$ cat config.mk
export PLATFORM = sky130hd
export DESIGN_NAME = running_median_nadir_radius_top
export DESIGN_NICKNAME = d
export VERILOG_FILES = /design/src/rmnr_pkg.sv /design/src/running_median_nadir_radius_top.sv /design/src/rmnr_cell.sv /design/src/rmnr_chain.sv
export SDC_FILE = /design/constraint.sdc
export NUM_CORES = 2
export LEC_CHECK = 0
export ABC_AREA = 1
export BUFFER_PORTS_ARGS = -buffer_cell sky130_fd_sc_hd__buf_2
export CAP_MARGIN = 20
export CORE_UTILIZATION = 45
export DETAILED_ROUTE_END_ITERATION = 10
export PLACE_DENSITY_LB_ADDON = 0.1
export SYNTH_ARGS = -nofsm -noshare
export SYNTH_HDL_FRONTEND = slang
export SYNTH_HIERARCHICAL = 1
export SYNTH_SLANG_ARGS = --single-unit
export TNS_END_PERCENT = 20
$ cat constraint.sdc
create_clock -name i_clk -period 16.9 [get_ports i_clk]
set_input_delay 3.38 -clock i_clk [delete_from_list [all_inputs] [get_ports i_clk]]
set_output_delay 3.38 -clock i_clk [all_outputs]
set_load 0.05 [all_outputs]
$ cat src/rmnr_pkg.sv
// Shared types and constants for the running median and nadir radius filter.
package rmnr_pkg;

    localparam int DataW    = 16;
    localparam int CotW     = 16;
    localparam int CotFrac  = 12;
    localparam int RadW     = 20;
    localparam int FillOutW = 4;
    localparam int OutW     = 40;
    localparam int ApbAddrW = 3;
    localparam int ApbDataW = 32;

    localparam logic [CotW-1:0] CotReset = 16'd11896;

    // Register index taken from paddr[2].
    localparam logic RegNadirCot = 1'b0;

    typedef enum logic [2:0] {
        ST_IDLE,
        ST_DROP,
        ST_INSERT,
        ST_MEDIAN,
        ST_OUTPUT
    } t_state;

    typedef enum logic [1:0] {
        OP_HOLD,
        OP_DROP,
        OP_INSERT
    } t_cell_op;

    // Broadcast from the controller to every cell of the chain.
    typedef struct packed {
        t_cell_op         op;
        logic [DataW-1:0] sample;
        logic [DataW-1:0] drop_value;
    } t_cell_bus;

endpackage

$ cat src/running_median_nadir_radius_top.sv
// A request passes through the drop (window full only), insert, median and output states, and
// no new one is taken until it leaves them; the drop, insert and median steps of the
// cell chain and the output multiply run one after another for each request.
// A new request is taken while the previous result still waits in the output register.
// Reset (synchronous, active low) empties the window, drops any pending result and sets the
// cotangent to cot 19 degrees; cell contents are not cleared.
module running_median_nadir_radius_top #(
    parameter int WINDOW_LENGTH = 10
) (
    input  logic                           i_clk,
    input  logic                           i_rst_n,
    input  logic                           s_axis_tvalid,
    output logic                           s_axis_tready,
    input  logic [rmnr_pkg::DataW-1:0]     s_axis_tdata,  // [15:0] depth_sample
    output logic                           m_axis_tvalid,
    input  logic                           m_axis_tready,
    output logic [rmnr_pkg::OutW-1:0]      m_axis_tdata,  // [15:0] median_depth,
                                                          // [35:16] nadir_radius,
                                                          // [39:36] window_fill
    input  logic                           psel,
    input  logic                           penable,
    input  logic                           pwrite,
    input  logic [rmnr_pkg::ApbAddrW-1:0]  paddr,
    input  logic [rmnr_pkg::ApbDataW-1:0]  pwdata,
    output logic [rmnr_pkg::ApbDataW-1:0]  prdata,
    output logic                           pready
);

    localparam int FillW = $clog2(WINDOW_LENGTH + 1);
    localparam logic [FillW-1:0] FillMax = FillW'(WINDOW_LENGTH);

    rmnr_pkg::t_state                   r_state, n_state;
    logic [FillW-1:0]                   r_fill, n_fill;
    logic [rmnr_pkg::DataW-1:0]         r_sample;
    logic [rmnr_pkg::DataW-1:0]         r_med;
    logic [rmnr_pkg::CotW-1:0]          r_cot;
    logic                               r_out_valid, n_out_valid;
    logic [rmnr_pkg::OutW-1:0]          r_out_data;
    logic                               w_accept, w_load;
    logic [rmnr_pkg::DataW-1:0]         w_median;
    logic [rmnr_pkg::DataW+rmnr_pkg::CotW-1:0] w_product;
    logic [rmnr_pkg::RadW-1:0]          w_radius;

    // Configuration port
    assign pready = 1'b1;

    always_ff @(posedge i_clk) begin
        if (!i_rst_n) begin
            r_cot <= rmnr_pkg::CotReset;
        end else if (psel && penable && pwrite && pready
                     && (paddr[2] == rmnr_pkg::RegNadirCot)) begin
            r_cot <= pwdata[rmnr_pkg::CotW-1:0];
        end
    end

    always_comb begin
        unique case (paddr[2])
            rmnr_pkg::RegNadirCot: prdata = {{(rmnr_pkg::ApbDataW-rmnr_pkg::CotW){1'b0}}, r_cot};
            default:               prdata = '0;
        endcase
    end

    // Sequencer
    assign s_axis_tready = (r_state == rmnr_pkg::ST_IDLE);
    assign w_accept      = s_axis_tvalid && s_axis_tready;
    assign w_load        = (r_state == rmnr_pkg::ST_OUTPUT) && (!r_out_valid || m_axis_tready);

    always_comb begin
        n_state     = r_state;
        n_fill      = r_fill;
        n_out_valid = r_out_valid;
        if (r_out_valid && m_axis_tready) begin
            n_out_valid = 1'b0;
        end
        unique case (r_state)
            rmnr_pkg::ST_IDLE: begin
                if (w_accept) begin
                    n_state = (r_fill == FillMax) ? rmnr_pkg::ST_DROP : rmnr_pkg::ST_INSERT;
                end
            end
            rmnr_pkg::ST_DROP: begin
                n_fill  = r_fill - FillW'(1);
                n_state = rmnr_pkg::ST_INSERT;
            end
            rmnr_pkg::ST_INSERT: begin
                n_fill  = r_fill + FillW'(1);
                n_state = rmnr_pkg::ST_MEDIAN;
            end
            rmnr_pkg::ST_MEDIAN: begin
                n_state = rmnr_pkg::ST_OUTPUT;
            end
            rmnr_pkg::ST_OUTPUT: begin
                if (w_load) begin
                    n_out_valid = 1'b1;
                    n_state     = rmnr_pkg::ST_IDLE;
                end
            end
            default: begin
                n_state = rmnr_pkg::ST_IDLE;
            end
        endcase
    end

    always_ff @(posedge i_clk) begin
        if (!i_rst_n) begin
            r_state     <= rmnr_pkg::ST_IDLE;
            r_fill      <= '0;
            r_out_valid <= 1'b0;
        end else begin
            r_state     <= n_state;
            r_fill      <= n_fill;
            r_out_valid <= n_out_valid;
        end
    end

    rmnr_chain #(
        .WINDOW_LENGTH (WINDOW_LENGTH)
    ) u_chain (
        .i_clk    (i_clk),
        .i_state  (r_state),
        .i_sample (r_sample),
        .i_fill   (r_fill),
        .o_median (w_median)
    );

    assign w_product = r_med * r_cot;
    assign w_radius  = w_product[rmnr_pkg::CotFrac +: rmnr_pkg::RadW];

    always_ff @(posedge i_clk) begin
        if (w_accept) begin
            r_sample <= s_axis_tdata;
        end
        if (r_state == rmnr_pkg::ST_MEDIAN) begin
            r_med <= w_median;
        end
        if (w_load) begin
            r_out_data <= {rmnr_pkg::FillOutW'(r_fill), w_radius, r_med};
        end
    end

    assign m_axis_tvalid = r_out_valid;
    assign m_axis_tdata  = r_out_data;

    a_fill_bound: assert property (@(posedge i_clk) disable iff (!i_rst_n)
        r_fill <= FillMax)
        else $error("window fill above its length");

    a_drop_full: assert property (@(posedge i_clk) disable iff (!i_rst_n)
        (r_state == rmnr_pkg::ST_DROP) |-> (r_fill == FillMax))
        else $error("drop step taken on a window that is not full");

    a_accept_start: assert property (@(posedge i_clk) disable iff (!i_rst_n)
        w_accept |=> (r_state == rmnr_pkg::ST_DROP || r_state == rmnr_pkg::ST_INSERT))
        else $error("accepted request did not start the chain update");

    a_result_fill: assert property (@(posedge i_clk) disable iff (!i_rst_n)
        w_load |-> (r_fill != '0))
        else $error("result issued from an empty window");

endmodule

$ cat src/rmnr_cell.sv
// One cell of the sorted chain: a held sample and its age tag.
module rmnr_cell #(
    parameter int AgeW = 4,
    parameter logic [AgeW-1:0] AgeOld = '1
) (
    input  logic                        i_clk,
    input  rmnr_pkg::t_cell_bus         i_bus,
    input  logic                        i_valid,
    input  logic                        i_left_valid,
    input  logic                        i_left_gt,
    input  logic [rmnr_pkg::DataW-1:0]  i_left_value,
    input  logic [AgeW-1:0]             i_left_age,
    input  logic [rmnr_pkg::DataW-1:0]  i_right_value,
    input  logic [AgeW-1:0]             i_right_age,
    output logic [rmnr_pkg::DataW-1:0]  o_value,
    output logic [AgeW-1:0]             o_age,
    output logic                        o_gt,
    output logic                        o_oldest
);

    logic [rmnr_pkg::DataW-1:0] r_value, n_value;
    logic [AgeW-1:0]            r_age, n_age;
    logic                       w_take;

    assign o_gt     = i_valid && (r_value > i_bus.sample);
    assign o_oldest = i_valid && (r_age == AgeOld);
    assign w_take   = o_gt || (!i_valid && i_left_valid);

    always_comb begin
        n_value = r_value;
        n_age   = r_age;
        case (i_bus.op)
            rmnr_pkg::OP_DROP: begin
                // Within a run of equal values the oldest sits first, so every
                // cell at or above the dropped value closes the gap.
                if (i_valid && (r_value >= i_bus.drop_value)) begin
                    n_value = i_right_value;
                    n_age   = i_right_age;
                end
            end
            rmnr_pkg::OP_INSERT: begin
                if (w_take) begin
                    if (i_left_gt) begin
                        n_value = i_left_value;
                        n_age   = i_left_age + AgeW'(1);
                    end else begin
                        n_value = i_bus.sample;
                        n_age   = '0;
                    end
                end else if (i_valid) begin
                    n_age = r_age + AgeW'(1);
                end
            end
            default: begin
                n_value = r_value;
                n_age   = r_age;
            end
        endcase
    end

    always_ff @(posedge i_clk) begin
        r_value <= n_value;
        r_age   <= n_age;
    end

    assign o_value = r_value;
    assign o_age   = r_age;

endmodule

$ cat src/rmnr_chain.sv
// Row of sorted cells with the oldest-value broadcast and the median pick.
module rmnr_chain #(
    parameter int WINDOW_LENGTH = 10
) (
    input  logic                                   i_clk,
    input  rmnr_pkg::t_state                       i_state,
    input  logic [rmnr_pkg::DataW-1:0]             i_sample,
    input  logic [$clog2(WINDOW_LENGTH+1)-1:0]     i_fill,
    output logic [rmnr_pkg::DataW-1:0]             o_median
);

    localparam int FillW = $clog2(WINDOW_LENGTH + 1);
    localparam int AgeW  = (WINDOW_LENGTH > 1) ? $clog2(WINDOW_LENGTH) : 1;
    localparam logic [AgeW-1:0] AgeOld = AgeW'(WINDOW_LENGTH - 1);

    logic [rmnr_pkg::DataW-1:0] w_value  [WINDOW_LENGTH];
    logic [AgeW-1:0]            w_age    [WINDOW_LENGTH];
    logic                       w_gt     [WINDOW_LENGTH];
    logic                       w_oldest [WINDOW_LENGTH];
    logic                       w_valid  [WINDOW_LENGTH];
    rmnr_pkg::t_cell_bus        w_bus;
    logic [rmnr_pkg::DataW-1:0] w_drop_value;
    logic [FillW-1:0]           w_hi_idx, w_lo_idx;
    logic [rmnr_pkg::DataW-1:0] w_hi, w_lo;
    logic [rmnr_pkg::DataW:0]   w_sum;

    always_comb begin
        w_drop_value = '0;
        for (int i = 0; i < WINDOW_LENGTH; i++) begin
            w_valid[i] = (FillW'(i) < i_fill);
            if (w_oldest[i]) begin
                w_drop_value = w_drop_value | w_value[i];
            end
        end
    end

    always_comb begin
        w_bus.sample     = i_sample;
        w_bus.drop_value = w_drop_value;
        case (i_state)
            rmnr_pkg::ST_DROP:   w_bus.op = rmnr_pkg::OP_DROP;
            rmnr_pkg::ST_INSERT: w_bus.op = rmnr_pkg::OP_INSERT;
            default:             w_bus.op = rmnr_pkg::OP_HOLD;
        endcase
    end

    for (genvar g = 0; g < WINDOW_LENGTH; g++) begin : g_cell
        logic                       w_lv, w_lgt;
        logic [rmnr_pkg::DataW-1:0] w_lval, w_rval;
        logic [AgeW-1:0]            w_lage, w_rage;

        if (g == 0) begin : g_first
            assign w_lv   = 1'b1;
            assign w_lgt  = 1'b0;
            assign w_lval = '0;
            assign w_lage = '0;
        end else begin : g_inner
            assign w_lv   = w_valid[g-1];
            assign w_lgt  = w_gt[g-1];
            assign w_lval = w_value[g-1];
            assign w_lage = w_age[g-1];
        end

        if (g == WINDOW_LENGTH - 1) begin : g_last
            assign w_rval = '0;
            assign w_rage = '0;
        end else begin : g_mid
            assign w_rval = w_value[g+1];
            assign w_rage = w_age[g+1];
        end

        rmnr_cell #(
            .AgeW   (AgeW),
            .AgeOld (AgeOld)
        ) u_cell (
            .i_clk         (i_clk),
            .i_bus         (w_bus),
            .i_valid       (w_valid[g]),
            .i_left_valid  (w_lv),
            .i_left_gt     (w_lgt),
            .i_left_value  (w_lval),
            .i_left_age    (w_lage),
            .i_right_value (w_rval),
            .i_right_age   (w_rage),
            .o_value       (w_value[g]),
            .o_age         (w_age[g]),
            .o_gt          (w_gt[g]),
            .o_oldest      (w_oldest[g])
        );
    end

    // For an odd count both picks land on the middle cell.
    assign w_hi_idx = i_fill >> 1;
    assign w_lo_idx = i_fill[0] ? w_hi_idx : (w_hi_idx - FillW'(1));

    always_comb begin
        w_hi = '0;
        w_lo = '0;
        for (int i = 0; i < WINDOW_LENGTH; i++) begin
            if (FillW'(i) == w_hi_idx) begin
                w_hi = w_hi | w_value[i];
            end
            if (FillW'(i) == w_lo_idx) begin
                w_lo = w_lo | w_value[i];
            end
        end
    end

    assign w_sum    = {1'b0, w_hi} + {1'b0, w_lo};
    assign o_median = w_sum[rmnr_pkg::DataW:1];

endmodule
=== Word level (Yosys, flattened, before mapping) ===
Cells that the tools add are included.

* Output and inout port bits: 75
* Word-level logic and storage cells: 383
* Register bits after elaboration: 296

* Equality and inequality tests: 65
* Multiplexer cells: 127
* Reduce and logical (&&, ||, !) cells: 93
* Bitwise operators: 26
* Add/subtract/negate cells: 14
* Multipliers: 1
* Magnitude comparators: 30

{| class="wikitable"
|+ Operators by type and width
! operator !! number
|-
| 16-bit two-way mux || 58
|-
| 16-bit bitwise OR || 25
|-
| 16-bit case mux with 2 select lines || 10
|-
| 16-bit >= comparator || 10
|-
| 16-bit > comparator || 10
|-
| 4-bit two-way mux || 40
|-
| 4-bit case mux with 2 select lines || 11
|-
| 3-bit AND reduction || 20
|-
| 1-bit logical AND || 45
|-
| 4-bit by 1-bit adder with 4-bit output (second input constant) || 11
|-
| 4-bit == test (second input constant) || 11
|-
| 2-bit inequality test (second input constant) || 21
|-
| 16-bit by 16-bit multiplier with 32-bit output || 1
|-
| 3-bit inequality test (second input constant) || 10
|-
| 16-bit by 16-bit adder with 17-bit output || 1
|-
| 3-bit by 4-bit == test with 1-bit output (first input constant) || 4
|-
| 3-bit by 4-bit < comparator with 1-bit output (first input constant) || 4
|-
| 3-bit case mux with 5 select lines || 1
|-
| 3-bit == test (first input constant) || 4
|-
| 1-bit logical NOT || 11
|-
| 1-bit logical OR || 11
|-
| 2-bit by 4-bit == test with 1-bit output (first input constant) || 2
|-
| 4-bit == test (first input constant) || 2
|-
| 4-bit logical NOT || 2
|-
| 22 further kinds || 31
|}

=== Logic depth before layout (Yosys ltp) ===
* Depth after elaboration: 25
* Gate-level depth with buffers: 25
* Gate-level depth less buffers: 24

=== Hierarchy ===
Netlist, hierarchy kept.

{| class="wikitable"
|+ Modules (own cells, without submodules)
! module !! area an instance (um2) !! cells an instance !! instances
|-
| rmnr_cell || 2,055.7 || 282 || 10
|-
| running_median_nadir_radius_top || 12,303.0 || 1,488 || 1
|-
| rmnr_chain || 3,639.7 || 637 || 1
|}

=== Least setup slack after synthesis ===
OpenSTA, ideal clock, no wires.

* Path kind: input to register
* Start point: input port m_axis_tready
* End point: register r_out_data (netlist bit m_axis_tdata[0]), enable pin
* Stages: 2
* Library setup time: 0.537 ns
* Path slack: 9.121 ns
* Buffers on the path: 0
* Arrival: 7.242 ns
* Cell sequence: nor2_1 nor4_1

* Word-level cells in the longest chain between the ends: 2

{| class="wikitable"
|+ Ends and longest elaborated chain
! what !! RTL line !! text
|-
| from (decl) || running_median_nadir_radius_top.sv:16 || <nowiki>input logic m_axis_tready,</nowiki>
|-
| 1-bit logical OR || running_median_nadir_radius_top.sv:66 || <nowiki>assign w_load = (r_state == rmnr_pkg::ST_OUTPUT) && (!r_out_valid || m_axis_tready);</nowiki>
|-
| 1-bit logical AND || running_median_nadir_radius_top.sv:66 ||
|-
| named net w_load || running_median_nadir_radius_top.sv:39 || <nowiki>logic w_accept, w_load;</nowiki>
|-
| to (signal assigned) || running_median_nadir_radius_top.sv:137 || <nowiki>r_out_data <= {rmnr_pkg::FillOutW'(r_fill), w_radius, r_med};</nowiki>
|-
| to (decl) || running_median_nadir_radius_top.sv:38 || <nowiki>logic [rmnr_pkg::OutW-1:0] r_out_data;</nowiki>
|}

The timed path passes the listed nets, and every way through them passes these cells.
A chain may end at the register's enable or synchronous reset.

=== Final worst setup path ===
* Start point: input port paddr[2] (netlist bit)
* End point: output port prdata[0] (netlist bit)

* Word-level cells in the longest chain between the ends: 1

{| class="wikitable"
|+ Ends and longest elaborated chain
! what !! RTL line !! text
|-
| from (decl) || running_median_nadir_radius_top.sv:23 || <nowiki>input logic [rmnr_pkg::ApbAddrW-1:0] paddr,</nowiki>
|-
| 16-bit two-way mux || running_median_nadir_radius_top.sv:57 || <nowiki>unique case (paddr[2])</nowiki>
|-
| to (decl) || running_median_nadir_radius_top.sv:25 || <nowiki>output logic [rmnr_pkg::ApbDataW-1:0] prdata,</nowiki>
|}

No other way between the ends.

==> results.py <==
metrics = {
    "outcome": {
        "status": "finished clean",
    },
    "sta": {
        "timing.final.crit_share": 0.435,
        "finalHoldViolCount": 0,
        "slew_headroom": 0.270,
        "tightest_slew_ps": 1090,
        "skew_ps": 36.5,
        "fin_crit_ps": 7360,
        "slew_viol_final": 0,
        "setup-violations-final": 0,
        "final.setup.tns_ps": 0,
        "final.hold.worst_slack_ps": 596,
        "clock.fmax_mhz": 136,
        "rsz0062_at_grt": "false",
    },
    "drt": {
        "vias": 33700,
        "viasPerCell": 5.54,
        "ant_nets": 0,
        "wl_um": 131000,
        "dr.pass1.iters": 7,
        "drc": 0,
        "wl_per_cell_um": 21.5,
        "drtIter0Drc": 2753,
    },
    "cts": {
        "cts.path.max_buffers": 3,
        "cts.repair.resized": 0,
        "cts_tree": "yes",
        "numClockSinks": 296,
        "cts_setup_buffers": 0,
        "cts_buffers": 39,
        "clk_latency_ps": 600,
        "clk_pin_slew_ps": 60,
        "root_buffer": "clkbuf_16",
        "hold_buffers": 0,
        "cts_htree_levels": 2,
    },
    "finish": {
        "fin_cells": 6091,
        "seq_area_um2": 8650,
        "final_util": 0.488,
        "drive_above_1_share": 0.0765,
        "syn_to_final_growth_pct": 7.60,
        "nFillCells": 8165,
        "multi_input_area_um2": 23400,
        "antenna_cells": 0,
        "nets": 5730,
    },
    "global_route": {
        "grt_pass1_vias": 33000,
        "antenna_found_initial": 0,
        "grt_first_pass_wirelength_um": 198000,
        "overflow": 0,
        "track_usage": 0.318,
        "grt_max_degree": 41,
    },
    "floorplan": {
        "die_y_um": 287,
        "start_util": 0.454,
        "io_pins": 133,
        "die-area_um2": 82200,
        "core_um2": 80400,
        "rows": 104,
        "die_x_um": 287,
    },
    "worst_hold_path": {
        "holdPathStages": 4,
        "min_from": "m_axis_tvalid$_SDFF_PN0_",
        "worstHoldPathType": "reg2reg",
    },
    "yosys": {
        "synthesis.area_um2": 36500,
        "syn_area_per_cell_um2": 7.38,
        "netlist_instances": 4944,
        "yosys_warnings": 6,
    },
    "worst_setup_path": {
        "critical-path-top-delay-family": "buffers and inverters",
        "cp_num_buf_inv": 2,
        "startpoint": "paddr[2]",
        "crit_arrival_ps": 3980,
        "crit_top_cell": "buf_2",
        "startpoint_type": "input port",
        "path_depth": 3,
        "slowest_stage": "buf_2",
        "worst_setup_path_end_kind": "output pin",
        "crit_fanout": 17,
        "cp_slowest_stage_delay_ps": 270,
        "r2r_slack_ps": 10430,
        "r2r_cells": 18,
        "r2r_start": "r_fill[1]$_SDFFE_PN0P_",
        "path_cells": "buf_2 > nor2_1 > buf_2",
        "path_class": "in2out",
        "required_ps": 13520,
    },
    "placement": {
        "post-dp-hpwl_um": 98600,
        "portBuffers": 97,
        "place_inst": 6020,
        "gp_congestion": 0.959,
    },
    "pwr": {
        "ir_drop_v": 0.000282,
        "power.leakage_nw": 19.4,
        "p_per_area_nw_per_um2": 234,
        "power.total_w": 0.00918,
    },
    "job": {
        "maxCapViolCount": 0,
    },
}
-- cell usage in the layout (no fill, tap or decap), drive strengths merged, types with 65 or more instances in the layout --
cell / count
a21oi: 577
o21ai: 134
nor3: 79
buf: 146
nor2: 333
nand3: 180
fa: 195
o22ai: 70
ha: 475
inv: 979
a221oi: 73
edfxtp: 272
nand2: 1177
conb: 65
-- tightest hold or removal path, cell delays in order (launching register included) --
cell     delay, ps
dfxtp_1        300
inv_1           40
nor2_1          60
nor2_1         110
nor2_1          40
-- where the power goes --
| group | leakage [nW] | switching, W | total, W | internal, W |
|---|---|---|---|---|
| clock | 0.636 | 0.000366 | 0.000874 | 0.000508 |
| combinational | 16.0 | 0.00447 | 0.00670 | 0.00223 |
| sequential | 2.71 | 0.000380 | 0.00161 | 0.00123 |
-- final timing paths --
| path | to |
|---|---|
| max | prdata[0] |
| min | m_axis_tvalid$_SDFF_PN0_ |
| max reg2reg | u_chain/g_cell[5].u_cell/o_value[12]$_DFFE_PP_ |
| min reg2reg | m_axis_tvalid$_SDFF_PN0_ |
-- metal layers --
layer,GRT usage,share of wire
met1,0.377,0.39
met2,0.556,0.48
met3,0.0369,0.061
met4,0.182,0.063
met5,0,0
-- layout make-up --
type,count,share of cell area
Clock buffer,43,0.0258
Clock inverter,27,0.00682
Inverter,988,0.0948
Multi-Input combinational cell,3531,0.597
Sequential cell,296,0.220
Tap cell,1060,0.0338
Timing Repair Buffer,146,0.0218
-- sequential cells by signal, summed over array words and instances, names as in the netlist --
name,flops
r_med,16
r_cot,16
u_chain/g_cell.u_cell/o_age,40
r_sample,16
r_state,3
m_axis_tdata,40
u_chain/g_cell.u_cell/o_value,160
m_axis_tvalid,1
r_fill,4
-- per-stage QoR --
step / worst slack (ps) / area (um^2)
after floorplan: 9120 / 36700
after global placement: 9560 / 38000
after detailed placement: 9550 / 38000
after CTS: 9550 / 39300
after global routing: 9480 / 39300
final: 9540 / 39300
Power figures use the tool's default switching activity.
